$ cat config.mk
export PLATFORM = sky130hd
export DESIGN_NAME = cau_div_step
export DESIGN_NICKNAME = d
export VERILOG_FILES = /design/src/hw/rtl/cau_pkg.sv /design/src/hw/rtl/cau_div_step.sv
export SDC_FILE = /design/constraint.sdc
export NUM_CORES = 1
export LEC_CHECK = 0
export BUFFER_PORTS_ARGS = -buffer_cell sky130_fd_sc_hd__buf_2
export CAP_MARGIN = 20
export CORE_AREA = 4 4 307 309
export CTS_BUF_LIST = sky130_fd_sc_hd__clkbuf_2 sky130_fd_sc_hd__clkbuf_4 sky130_fd_sc_hd__clkbuf_8
export DETAILED_ROUTE_END_ITERATION = 16
export DIE_AREA = 0 0 311 313
export PLACE_DENSITY = 0.52
export SLEW_MARGIN = 20
export SYNTH_ARGS = -nofsm -noshare
export SYNTH_HDL_FRONTEND = slang
export SYNTH_SLANG_ARGS = --single-unit
$ cat constraint.sdc
create_clock -name clk_i -period 8.18 [get_ports clk_i]
set_input_delay 0.818 -clock clk_i [delete_from_list [all_inputs] [get_ports clk_i]]
set_output_delay 0.818 -clock clk_i [all_outputs]
set_load 0.02 [all_outputs]
$ cat src/hw/rtl/cau_pkg.sv
// shared types, constants and arithmetic helpers for the complex arithmetic unit
package cau_pkg;

  localparam int W   = 32;          // word width of every operand and result part
  localparam int F   = 16;          // fraction bits
  localparam int PW  = 2 * W;       // full product width
  localparam int SW  = 2 * W + 1;   // sum of two products
  localparam int XW  = 2 * W + 2;   // headroom width for rounding and saturation
  localparam int QB  = W + 1;       // quotient bits kept by the divider
  localparam int NW  = PW + F;      // scaled dividend magnitude width
  localparam int NST = QB + 4;      // pipeline stages: front 3, divide QB, round 1

  typedef enum logic [1:0] {
    MODE_ADD = 2'd0,
    MODE_SUB = 2'd1,
    MODE_MUL = 2'd2,
    MODE_DIV = 2'd3
  } mode_e;

  typedef enum logic [1:0] {
    ST_OK   = 2'd0,
    ST_DIV0 = 2'd1,
    ST_SAT  = 2'd2
  } status_e;

  localparam logic [W-1:0] WMAX = {1'b0, {(W-1){1'b1}}};
  localparam logic [W-1:0] WMIN = {1'b1, {(W-1){1'b0}}};
  localparam logic [QB:0]  QMIN = {{(QB-W+1){1'b0}}, 1'b1, {(W-1){1'b0}}};

  typedef struct packed {
    logic          flag;
    logic [W-1:0]  val;
  } sat_t;

  // one part (re or im) of a division in flight
  typedef struct packed {
    logic          neg;
    logic          ovf;
    logic [PW-1:0] rem;
    logic [QB-1:0] quo;
    logic [QB-1:0] num;
  } dpart_t;

  typedef struct packed {
    logic          is_div;
    logic [W-1:0]  re;
    logic [W-1:0]  im;
    status_e       status;
    logic [PW-1:0] den;
    dpart_t        dr;
    dpart_t        di;
  } item_t;

  typedef struct packed {
    logic [W-1:0]  re;
    logic [W-1:0]  im;
    status_e       status;
  } res_t;

  // clamp a wide signed value to the word range
  function automatic sat_t sat_word(input logic [XW-1:0] v);
    sat_t r;
    logic all1;
    logic all0;
    all1   = &v[XW-1:W-1];
    all0   = ~|v[XW-1:W-1];
    r.flag = !(all1 || all0);
    r.val  = r.flag ? (v[XW-1] ? WMIN : WMAX) : v[W-1:0];
    return r;
  endfunction

  // magnitude, scaling and early overflow test of a dividend
  function automatic dpart_t div_prep(input logic [SW-1:0] s, input logic [PW-1:0] den);
    dpart_t        r;
    logic [SW-1:0] m;
    logic [NW-1:0] n;
    r.neg = s[SW-1];
    m     = r.neg ? (SW'(0) - s) : s;
    n     = {m[PW-1:0], {F{1'b0}}};
    r.rem = PW'(n[NW-1:QB]);
    r.ovf = r.rem >= den;
    r.quo = '0;
    r.num = n[QB-1:0];
    return r;
  endfunction

  // one restoring division step
  function automatic dpart_t div_step(input dpart_t p, input logic [PW-1:0] den);
    dpart_t      r;
    logic [PW:0] t;
    logic [PW:0] d;
    logic        ge;
    t     = {p.rem, p.num[QB-1]};
    d     = t - {1'b0, den};
    ge    = t >= {1'b0, den};
    r     = p;
    r.rem = ge ? d[PW-1:0] : t[PW-1:0];
    r.quo = {p.quo[QB-2:0], ge};
    r.num = {p.num[QB-2:0], 1'b0};
    return r;
  endfunction

  // round half away from zero, apply sign, saturate
  function automatic sat_t div_final(input dpart_t p, input logic [PW-1:0] den);
    sat_t        r;
    logic        up;
    logic        big;
    logic [QB:0] q1;
    up     = p.rem >= (den - p.rem);
    q1     = {1'b0, p.quo} + (QB+1)'(up);
    big    = |q1[QB:W-1];
    r.flag = p.ovf || (big && !(p.neg && (q1 == QMIN)));
    if (r.flag) begin
      r.val = p.neg ? WMIN : WMAX;
    end else begin
      r.val = p.neg ? (W'(0) - q1[W-1:0]) : q1[W-1:0];
    end
    return r;
  endfunction

endpackage

$ cat src/hw/rtl/cau_div_step.sv
// one registered restoring divide step for both parts
module cau_div_step import cau_pkg::*; (
  input  logic  clk_i,
  input  logic  en_i,
  input  item_t item_i,
  output item_t item_o
);

  item_t it_d, it_q;

  always_comb begin
    it_d    = item_i;
    it_d.dr = div_step(item_i.dr, item_i.den);
    it_d.di = div_step(item_i.di, item_i.den);
  end

  always_ff @(posedge clk_i) begin
    if (en_i) begin
      it_q <= it_d;
    end
  end

  assign item_o = it_q;

endmodule

==> metrics.yaml <==
synth_async_sr_flop_share_pct: 0
holdBufCountCts: 0
synthTopCellsByArea: "edfxtp_1 (56%), ha_1 (7.6%), a21oi_1 (5.2%)"
gr-total-overflow: 0
synthFlopType: "edfxtp_1"
n_fill_cell: 9673
core_area_sq_um: 91400
ir_worst_vdd_uv: 111
fp.dieW_um: 311
hold_depth: 1
track_usage_pct: 19.0
syn_to_final_growth_pct: 32.7
largest_register_ffs: 393
design_area_sq_um: 27900
tns_ns: 0
fp.dieH_um: 313
timing.fmax_mhz: 205
cts_max_level: 3
netlist-cell-type-count: 78
synth_edf_count: 393
synth-simple-area-share_pct: 10.6
clockBufferDepth: 3
synth_top_cell_area_share_pct: 56.0
wire_per_inst_um: 24.7
ios: 792
numCtsBuffers: 77
synth_top_family_by_area: "compound AO/OA/AOI/OAI gates"
hold_start: "item_i[343]"
drive_gt1_share_pct: 35.1
drc: 0
yosys.area_share.xor_xnor_pct: 4.58
ant_nets: 0
fin_util_pct: 30.6
dieArea_sq_um: 97300
finalHoldViolations: 0
nets: 3201
synth_warnings: 0
critPathKind: "in2reg"
postCtsSetupBuffers: 0
hpwl_um: 80500
critPathLaunchType: "input port"
period_share_pct: 59.7
num_rows: 111
antenna_found_initial: 56
wirelength_um: 97300
arrival_ns: 5.32
worstPathRequired_ns: 8.62
syn-cell-area_sq_um: 21100
max_stage_delay_ns: 0.79
setup_viol: 0
placed_area_sq_um: 26300
cts_sinks: 393
dr_total_vias: 18300
ys_ff_latch: 393
syn_inst: 1872
slew_viol_final: 0
initial_core_util_pct: 23.0
slowest_stage: "a211oi_1"
maxCapViolations: 0
worstMarginPinSlew_ns: 0.979
end_kind: "flip-flop"
yosys-mux-area-fraction_pct: 1.01
io_buffers: 787
via_per_inst: 4.65
finalWeightedCongestion: 0.881
ctsResizeCount: 0
status: "finished, final reports clean"
finalCriticalPeriod_ns: 4.88
slew_headroom_pct: 34.8
yosysSeqAreaShare_pct: 56.0
synth_compound_area_share_pct: 16.5
syn_area_per_cell_sq_um: 11.2
powerDensity_nw_per_um2: 225
path_cells: "buf_2 -> inv_1 -> ha_1 -> nor2b_1 -> o2111ai_1 -> a21oi_1 -> o2111ai_1 -> a211oi_1 -> o21ai_1 -> a31oi_1 -> a31oi_1 -> clkinv_2 -> buf_12 -> mux2_2"
hold_end: "item_o[343]"
hold_path_class: "in2reg"
path_clk_slew_ns: 0.06
rsz0062_at_grt: "false"
cp_max_fo: 50
cts_tree: "yes"
pre_cts_ws_ns: 2.37
fin_ws_ns: 3.30
grt_pass1_vias: 17800
drt_iter0_markers: 1151
grt_max_degree: 150
yosysTopAreaCell: "edfxtp_1"
grt_pass1_wl_um: 133000
drt_pass1_iterations: 5
p_leak_nw: 11.9
cts_root_buf: "clkbuf_8"
synthAdderAreaFrac_pct: 7.80
worst max path at each step:
stage,end,slack [ns],from,depth (start not counted)
after global placement,item_o[89],2.40,item_i[269],13
after CTS,item_o[98],3.15,item_i[265],14
final,item_o[89],3.30,item_i[265],14
after detailed placement,item_o[73],2.37,item_i[265],14
after global routing,item_o[89],2.98,item_i[265],14
after floorplan,item_o[126],4.46,item_i[32],13
synthesized netlist by cell type (15+ instances only):
cell,number
and2_1,16
xnor2_1,63
a21oi_1,218
o21ai_0,91
a21o_1,46
edfxtp_1,393
a211oi_1,16
clkbuf_1,54
xor2_1,47
nor3_1,16
inv_1,102
ha_1,128
nand2_1,164
o21bai_1,28
nand4_1,40
o21a_1,15
mux2_2,17
nand3_1,32
o21ai_1,45
nor2_1,123
nand2b_1,19
routing by layer:
layer / global-route usage, % / up-vias / part of all wire [%]
met1: 20.6 / 8751 / 38
li1: - / 8635 / -
met2: 35.7 / 727 / 52
met3: 6.14 / 118 / 7.8
met5: 0 / - / 0.18
met4: 4.83 / 32 / 2.0
logic make-up (layout without fill, tap and decap cells):
kind of cell	count (synthesis)	after routing
AO/OA/AOI/OAI	562	562
XOR/XNOR	110	110
adder cells (fa/ha/maj)	130	130
buffers and inverters	181	1035
flip-flops	393	393
multiplexers	19	19
other	1	20
AND/OR/NAND/NOR	476	476
layout make-up:
| cell class | instances | area [sq um] | share of cell area [%] |
|---|---|---|---|
| clock buffer | 94 | 1190 | 4.25 |
| tap | 1186 | 1480 | 5.31 |
| timing repair buffer | 799 | 4060 | 14.5 |
| inverter | 104 | 392 | 1.40 |
| multi-input combinational | 1299 | 8540 | 30.6 |
| sequential | 393 | 11800 | 42.2 |
| antenna | 18 | 45.0 | 0.161 |
| clock inverter | 38 | 420 | 1.50 |
report_power, final:
part	internal (mW)	switching, mW
Combinational	0.524	1.04
Sequential	2.48	0.0576
Clock	1.22	0.952
critical path: cells and delay by family:
kind | cells | cell delay [ns]
adder cells (fa/ha/maj) | 1 | 0.30
AO/OA/AOI/OAI | 7 | 2.52
AND/OR/NAND/NOR | 1 | 0.21
multiplexers | 1 | 0.37
buffers and inverters | 4 | 1.00
stage by stage:
stage          total power [mW]  instances  hold WS [ns]
2_1_floorplan              3.49       1873         0.917
3_3_place_gp               4.16       3781         0.995
3_5_place_dp               4.16       3781         0.996
4_1_cts                    6.40       3913         0.178
5_1_grt                    6.60       3919         0.216
6_report                   6.28       3931         0.289
placed cells by master (no fill, tap or decap), types with 13 or more instances in the layout:
cell type  count
buf_2        786
edfxtp_1     393
a21oi_1      218
nand2_1      164
ha_1         128
nor2_1       123
inv_1        102
o21ai_0       91
clkbuf_8      77
xnor2_1       63
xor2_1        47
a21o_1        46
o21ai_1       45
nand4_1       40
nand3_1       32
o21bai_1      28
nand2b_1      19
diode_2       18
mux2_2        17
clkbuf_4      17
and2_1        16
nor3_1        16
a211oi_1      16
o21a_1        15
a31oi_1       14
o211ai_1      14
nor2b_1       14
clkinv_1      13
(Power assumes the default switching activity.)
