File: config.mk
export PLATFORM = sky130hd
export DESIGN_NAME = cau_round
export DESIGN_NICKNAME = d
export VERILOG_FILES = /design/src/hw/rtl/cau_pkg.sv /design/src/hw/rtl/cau_round.sv
export SDC_FILE = /design/constraint.sdc
export NUM_CORES = 1
export LEC_CHECK = 0
export BUFFER_PORTS_ARGS = -buffer_cell sky130_fd_sc_hd__buf_2
export CORE_MARGIN = 4
export CORE_UTILIZATION = 47
export CTS_CLUSTER_DIAMETER = 50
export DETAILED_ROUTE_END_ITERATION = 12
export HOLD_SLACK_MARGIN = 0.1
export PLACE_DENSITY = 0.7
export SYNTH_ARGS = -nofsm -noshare
export SYNTH_HDL_FRONTEND = slang
export SYNTH_SLANG_ARGS = --single-unit
File: constraint.sdc
create_clock -name clk_i -period 11.6 [get_ports clk_i]
set_clock_uncertainty 0.1 [all_clocks]
set_input_delay 1.74 -clock clk_i [delete_from_list [all_inputs] [get_ports clk_i]]
set_output_delay 1.74 -clock clk_i [all_outputs]
set_load 0.01 [all_outputs]
File: src/hw/rtl/cau_pkg.sv
// shared types, constants and arithmetic helpers for the complex arithmetic unit
package cau_pkg;

  localparam int W   = 32;          // word width of every operand and result part
  localparam int F   = 16;          // fraction bits
  localparam int PW  = 2 * W;       // full product width
  localparam int SW  = 2 * W + 1;   // sum of two products
  localparam int XW  = 2 * W + 2;   // headroom width for rounding and saturation
  localparam int QB  = W + 1;       // quotient bits kept by the divider
  localparam int NW  = PW + F;      // scaled dividend magnitude width
  localparam int NST = QB + 4;      // pipeline stages: front 3, divide QB, round 1

  typedef enum logic [1:0] {
    MODE_ADD = 2'd0,
    MODE_SUB = 2'd1,
    MODE_MUL = 2'd2,
    MODE_DIV = 2'd3
  } mode_e;

  typedef enum logic [1:0] {
    ST_OK   = 2'd0,
    ST_DIV0 = 2'd1,
    ST_SAT  = 2'd2
  } status_e;

  localparam logic [W-1:0] WMAX = {1'b0, {(W-1){1'b1}}};
  localparam logic [W-1:0] WMIN = {1'b1, {(W-1){1'b0}}};
  localparam logic [QB:0]  QMIN = {{(QB-W+1){1'b0}}, 1'b1, {(W-1){1'b0}}};

  typedef struct packed {
    logic          flag;
    logic [W-1:0]  val;
  } sat_t;

  // one part (re or im) of a division in flight
  typedef struct packed {
    logic          neg;
    logic          ovf;
    logic [PW-1:0] rem;
    logic [QB-1:0] quo;
    logic [QB-1:0] num;
  } dpart_t;

  typedef struct packed {
    logic          is_div;
    logic [W-1:0]  re;
    logic [W-1:0]  im;
    status_e       status;
    logic [PW-1:0] den;
    dpart_t        dr;
    dpart_t        di;
  } item_t;

  typedef struct packed {
    logic [W-1:0]  re;
    logic [W-1:0]  im;
    status_e       status;
  } res_t;

  // clamp a wide signed value to the word range
  function automatic sat_t sat_word(input logic [XW-1:0] v);
    sat_t r;
    logic all1;
    logic all0;
    all1   = &v[XW-1:W-1];
    all0   = ~|v[XW-1:W-1];
    r.flag = !(all1 || all0);
    r.val  = r.flag ? (v[XW-1] ? WMIN : WMAX) : v[W-1:0];
    return r;
  endfunction

  // magnitude, scaling and early overflow test of a dividend
  function automatic dpart_t div_prep(input logic [SW-1:0] s, input logic [PW-1:0] den);
    dpart_t        r;
    logic [SW-1:0] m;
    logic [NW-1:0] n;
    r.neg = s[SW-1];
    m     = r.neg ? (SW'(0) - s) : s;
    n     = {m[PW-1:0], {F{1'b0}}};
    r.rem = PW'(n[NW-1:QB]);
    r.ovf = r.rem >= den;
    r.quo = '0;
    r.num = n[QB-1:0];
    return r;
  endfunction

  // one restoring division step
  function automatic dpart_t div_step(input dpart_t p, input logic [PW-1:0] den);
    dpart_t      r;
    logic [PW:0] t;
    logic [PW:0] d;
    logic        ge;
    t     = {p.rem, p.num[QB-1]};
    d     = t - {1'b0, den};
    ge    = t >= {1'b0, den};
    r     = p;
    r.rem = ge ? d[PW-1:0] : t[PW-1:0];
    r.quo = {p.quo[QB-2:0], ge};
    r.num = {p.num[QB-2:0], 1'b0};
    return r;
  endfunction

  // round half away from zero, apply sign, saturate
  function automatic sat_t div_final(input dpart_t p, input logic [PW-1:0] den);
    sat_t        r;
    logic        up;
    logic        big;
    logic [QB:0] q1;
    up     = p.rem >= (den - p.rem);
    q1     = {1'b0, p.quo} + (QB+1)'(up);
    big    = |q1[QB:W-1];
    r.flag = p.ovf || (big && !(p.neg && (q1 == QMIN)));
    if (r.flag) begin
      r.val = p.neg ? WMIN : WMAX;
    end else begin
      r.val = p.neg ? (W'(0) - q1[W-1:0]) : q1[W-1:0];
    end
    return r;
  endfunction

endpackage

File: src/hw/rtl/cau_round.sv
// last pipeline stage: quotient rounding, sign and saturation
module cau_round import cau_pkg::*; (
  input  logic  clk_i,
  input  logic  en_i,
  input  item_t item_i,
  output res_t  res_o
);

  res_t res_d, res_q;
  sat_t qr, qi;

  always_comb begin
    qr = div_final(item_i.dr, item_i.den);
    qi = div_final(item_i.di, item_i.den);
    if (item_i.is_div) begin
      res_d.re     = qr.val;
      res_d.im     = qi.val;
      res_d.status = (qr.flag || qi.flag) ? ST_SAT : ST_OK;
    end else begin
      res_d.re     = item_i.re;
      res_d.im     = item_i.im;
      res_d.status = item_i.status;
    end
  end

  always_ff @(posedge clk_i) begin
    if (en_i) begin
      res_q <= res_d;
    end
  end

  assign res_o = res_q;

endmodule

==> results.json, run 1 <==
{
  "outcome": "finished clean",
  "clk_pin_slew_ps": 60,
  "most-common-layout-cells": "buf_2 (396), ha_1 (260), a21oi_1 (205)",
  "synth_seq_area_share": 0.1127,
  "drt_iter0_markers": 1156,
  "hold_slack_ps": 1568,
  "startpoint_type": "input port",
  "dp_slack_ps": 395.9,
  "critPathKind": "in2reg",
  "place_congestion": 0.9695,
  "cts_tree": "yes",
  "tightest_slew_ps": 894.5,
  "die_w_um": 201.4,
  "yosys_register_bits": 66,
  "placementRows": 70,
  "gr-usage-all-layers": 0.2719,
  "setup_ws_ps": 531.4,
  "ys_warn_count": 0,
  "clock-root-buffer": "clkbuf_16",
  "report.final.slew_viol_count": 0,
  "antenna_found_initial": 17,
  "power_uw": 1570,
  "powerDensity_nw_per_um2": 77.67,
  "firstDrtPassIters": 5,
  "hp-start": "item_i[331]",
  "drv_cap": 0,
  "endpoint_kind": "flip-flop",
  "start_util": 0.4781,
  "crit_top_cell": "ha_1",
  "tns_ps": 0,
  "dieArea_um2": 40580,
  "drtAntennaViolNets": 0,
  "cts_setup_buffers": 0,
  "synth.cell_area_um2": 17590,
  "p_leak_uw": 0.009688,
  "drc": 0,
  "drt-total-wl_mm": 59.54,
  "critPathMaxStageDelay_ps": 590,
  "synth.distinct_cells": 103,
  "layout_commonest_cell": "buf_2",
  "synth.avg_cell_area_um2": 7.481,
  "fillers": 3601,
  "largest_reg_flops": 66,
  "final_min_period_over_clock_period": 0.9542,
  "core_area_um2": 36790,
  "relSlewSlack": 0.4000,
  "post-route-util": 0.5496,
  "arrival_ps": 11000,
  "async_flop_share": 0,
  "h-tree-depth": 3,
  "layout.nets": 3353,
  "grt_pass1_vias": 17840,
  "cts_resized": 0,
  "syn_nets": 3010,
  "cts-buffers-inserted": 9,
  "overflow": 0,
  "synthCells": 2351,
  "areaGrowthSynthToFinish_pct": 14.96,
  "vias": 19160,
  "hold_violations": 0,
  "viasPerCell": 6.022,
  "irDropWorstVdd_mv": 0.06718,
  "drive_gt1_frac": 0.1845,
  "period_needed_ps": 11070,
  "final-seq-area_um2": 1982,
  "die_h_um": 201.4,
  "synth_edf_count": 66,
  "yosys_most_used_dff": "edfxtp_1",
  "hold_class": "in2reg",
  "wl_per_cell_um": 18.72,
  "cts.sinks": 66,
  "min_to": "res_o[3]",
  "worstHoldPathCells": 2,
  "finalSetupViolCount": 0,
  "crit_slowest_cell": "nor4_1",
  "dp_hpwl_mm": 50.08,
  "crit_required_ps": 11530,
  "clockBufferDepth": 2,
  "hold_buffers": 0,
  "ios": 463,
  "grt_pass1_wl_mm": 92.23,
  "multi_input_area_um2": 14390,
  "grt_start_max_net_pins": 67,
  "rsz0062_at_grt": "no",
  "io_buffer_count": 396,
  "worstPathMaxFanout": 9,
  "max_clock_freq_mhz": 90.35
}
worst max-delay path by stage:
stage / from / to / depth (start not counted) / slack [ps]
6_report: item_i[199] / res_o[51] / 36 / 530
5_1_grt: item_i[68] / res_o[8] / 37 / 110
4_1_cts: item_i[199] / res_o[60] / 34 / 710
3_5_place_dp: item_i[264] / res_o[60] / 35 / 400
3_3_place_gp: item_i[199] / res_o[60] / 33 / 570
2_1_floorplan: item_i[84] / res_o[21] / 37 / 2050
synthesized netlist by cell type, drive strengths merged, types with 7 or more instances:
cell type,instances,area share
o21ai,128,0.036
xor2,91,0.045
o211ai,25,0.011
nand4,73,0.028
a21boi,11,0.0047
nor2,162,0.035
nor4,19,0.0093
a211oi,21,0.0090
a31oi,29,0.010
clkbuf,69,0.017
nand2,174,0.037
a221o,7,0.0040
nor2b,18,0.0064
a21oi,205,0.058
a41oi,7,0.0035
edfxtp,66,0.11
or4,9,0.0043
and4,11,0.0058
and2,17,0.0061
or3,14,0.0053
o31ai,21,0.0098
xnor2,137,0.068
a2111oi,7,0.0042
o221ai,11,0.0055
buf,24,0.010
nand3,90,0.026
ha,260,0.18
o221a,9,0.0058
o22a,7,0.0035
nand2b,26,0.0097
a211o,7,0.0035
a221oi,7,0.0038
nor3,53,0.017
mux2i,13,0.0074
a21o,142,0.061
o21a,24,0.011
and3,22,0.0079
o2bb2ai,17,0.0085
o21bai,25,0.011
o311ai,7,0.0035
inv,195,0.042
logic make-up (layout without fill, tap and decap cells):
logic type	count (synthesis)	after routing	synth area share
compound gates	771	771	0.2947
mux	19	19	0.01124
fa+ha+maj	262	262	0.1873
simple gates	715	715	0.2113
flops	66	66	0.1127
other cells	0	14	0
buf+inv	290	638	0.06929
xor+xnor	228	228	0.1135
area by class of cell:
cell class,count,share of cell area
Clock inverter,6,0.002847
Antenna cell,14,0.001733
Inverter,196,0.03639
Multi-Input combinational cell,1995,0.7116
Clock buffer,10,0.01133
Sequential cell,66,0.09803
Tap cell,468,0.02896
Timing Repair Buffer,426,0.1092
layer usage:
metal | up-vias | part of all wire | GRT usage
li1 | 9431 | - | -
met1 | 8911 | 0.45 | 0.3621
met2 | 723 | 0.47 | 0.4610
met3 | 90 | 0.057 | 0.02788
met4 | 2 | 0.026 | 0.09229
met5 | - | 0.00029 | 0
metrics by stage:
step                      instances  cell area (um^2)
after global routing           3181             20220
final                          3181             20220
after global placement         3151             19900
after CTS                      3167             20180
after floorplan                2351             17590
after detailed placement       3151             19900
critical path: cells and delay by family:
kind | cells | cell delay [ps]
and+or+nand+nor | 13 | 3690
buffers and inverters | 5 | 780
AOI/OAI and AO/OA | 12 | 3080
xor gates and xnor gates | 1 | 110
muxes | 1 | 300
adders and majority gates | 4 | 1280
where the power goes:
part / switching, uW / leakage (uW) / internal, uW / total, uW
clock: 109 / 0.000134 / 165 / 273
sequential: 5.42 / 0.000645 / 291 / 296
combinational: 573 / 0.00891 / 428 / 1000
total: 687 / 0.00969 / 883 / 1570
Note: power is estimated with default switching activity, not from simulation.
==> run 2: changes to the inputs <==
--- a/config.mk
+++ b/config.mk
@@ -11,7 +11,7 @@
 export CTS_CLUSTER_DIAMETER = 50
 export DETAILED_ROUTE_END_ITERATION = 12
 export HOLD_SLACK_MARGIN = 0.1
-export PLACE_DENSITY = 0.7
+export PLACE_DENSITY = 0.73
 export SYNTH_ARGS = -nofsm -noshare
 export SYNTH_HDL_FRONTEND = slang
 export SYNTH_SLANG_ARGS = --single-unit
==> constraint.sdc (replaced) <==
create_clock -name clk_i -period 8.9 [get_ports clk_i]
set_clock_uncertainty 0.1 [all_clocks]
set_input_delay 1.335 -clock clk_i [delete_from_list [all_inputs] [get_ports clk_i]]
set_output_delay 1.335 -clock clk_i [all_outputs]
set_load 0.01 [all_outputs]
==> results.json, run 2 (synthesis gave the netlist of run 1 again) <==
{
  "drive_gt1_frac": 0.3510,
  "layout.nets": 3862,
  "die_w_um": 201.4,
  "clk_pin_slew_ps": 70,
  "grt_pass1_wl_mm": 105.4,
  "viasPerCell": 5.844,
  "rsz0062_at_grt": "yes",
  "grt_start_max_net_pins": 81,
  "irDropWorstVdd_mv": 0.07373,
  "vias": 21600,
  "powerDensity_nw_per_um2": 96.08,
  "antenna_found_initial": 23,
  "drt_iter0_markers": 1622,
  "worstPathMaxFanout": 4,
  "tightest_slew_ps": 969.1,
  "power_uw": 2404,
  "gr-usage-all-layers": 0.3106,
  "wl_per_cell_um": 18.57,
  "areaGrowthSynthToFinish_pct": 42.25,
  "worstHoldPathCells": 2,
  "overflow": 0,
  "cts-buffers-inserted": 9,
  "hold_slack_ps": 1163,
  "fillers": 3073,
  "drc": 0,
  "endpoint_kind": "flip-flop",
  "clock-root-buffer": "clkbuf_16",
  "finalSetupViolCount": 0,
  "final-seq-area_um2": 1982,
  "crit_slowest_cell": "a221o_1",
  "placementRows": 70,
  "placedCellCount": 3625,
  "period_needed_ps": 8792,
  "relSlewSlack": 0.3500,
  "arrival_ps": 8770,
  "place_congestion": 1.018,
  "crit_required_ps": 8880,
  "drt-total-wl_mm": 68.64,
  "dieArea_um2": 40580,
  "core_area_um2": 36790,
  "firstDrtPassIters": 5,
  "cts.sinks": 66,
  "start_util": 0.4781,
  "p_leak_uw": 0.01233,
  "cts_tree": "yes",
  "critPathMaxStageDelay_ps": 430,
  "h-tree-depth": 3,
  "dp_hpwl_mm": 56.71,
  "dp_slack_ps": -1015,
  "hold_violations": 0,
  "hold_class": "in2reg",
  "max_clock_freq_mhz": 113.7,
  "setup_ws_ps": 108.2,
  "final_min_period_over_clock_period": 0.9878,
  "most-common-layout-cells": "buf_4 (530), buf_2 (394), ha_1 (251)",
  "hp-start": "item_i[331]",
  "report.final.slew_viol_count": 0,
  "outcome": "finished clean",
  "io_buffer_count": 396,
  "ios": 463,
  "largest_reg_flops": 66,
  "critPathKind": "in2reg",
  "drtAntennaViolNets": 0,
  "tns_ps": 0,
  "layout_commonest_cell": "buf_4",
  "die_h_um": 201.4,
  "layoutNonFillerInstCount": 3697,
  "min_to": "res_o[3]",
  "grt_pass1_vias": 20960,
  "clockBufferDepth": 2,
  "crit_top_cell": "a21o_1",
  "drv_cap": 0,
  "startpoint_type": "input port",
  "multi_input_area_um2": 15250
}
-- run 2: through the flow --
stage                     utilization  area [um^2]
after floorplan                     -        17620
after global placement         0.6399        23540
after detailed placement       0.6399        23540
after CTS                      0.6529        24020
after global routing           0.6800        25020
final                          0.6801        25020
-- run 2: how the worst max path moves through the flow --
stage	start	end	slack, ps	depth (start not counted)
5_1_grt	item_i[226]	res_o[65]	-160	41
2_1_floorplan	item_i[214]	res_o[60]	50	38
3_5_place_dp	item_i[264]	res_o[57]	-1020	39
4_1_cts	item_i[264]	res_o[21]	2	37
6_report	item_i[199]	res_o[57]	110	40
3_3_place_gp	item_i[264]	res_o[64]	-890	38
-- run 2: layout make-up --
| class | count | share of cell area |
|---|---|---|
| diodes | 21 | 0.002101 |
| clock buffers | 10 | 0.009152 |
| clock inverters | 6 | 0.002301 |
| inverters | 196 | 0.02971 |
| multi-input cells | 1995 | 0.6098 |
| flip-flops and latches | 66 | 0.07922 |
| well taps | 468 | 0.02341 |
| repair buffers | 935 | 0.2444 |
-- run 2: layer usage --
metal | vias to the layer above | part of all wire | global-route usage
li1 | 10440 | - | -
met1 | 9989 | 0.41 | 0.3992
met2 | 985 | 0.47 | 0.5256
met3 | 186 | 0.072 | 0.03417
met4 | 4 | 0.046 | 0.1392
met5 | - | 0.00039 | 0
-- run 2: critical path: cells and delay by family --
family                   cells  cell delay (ps)
XOR/XNOR                     1              130
AND/OR/NAND/NOR              8             1140
multiplexers                 1              270
AO/OA/AOI/OAI               20             4240
adder cells (fa/ha/maj)      4              860
buffers and inverters        6              770
-- run 2: timing repair --
| action | CTS | global route |
|---|---|---|
| gates resized for setup | 37 | 151 |
| pin swaps | 20 | 72 |
| hold buffers | 0 | 0 |
| buffers inserted | 6 | 30 |
| endpoints found under the setup margin | 65 | 65 |
-- run 2: report_power, final --
group / total (uW) / switching (uW) / leakage (uW) / internal (uW)
sequential: 388 / 8.69 / 0.000645 / 379
clock: 353 / 139 / 0.000134 / 214
combinational: 1660 / 871 / 0.0116 / 792
total: 2400 / 1020 / 0.0123 / 1390
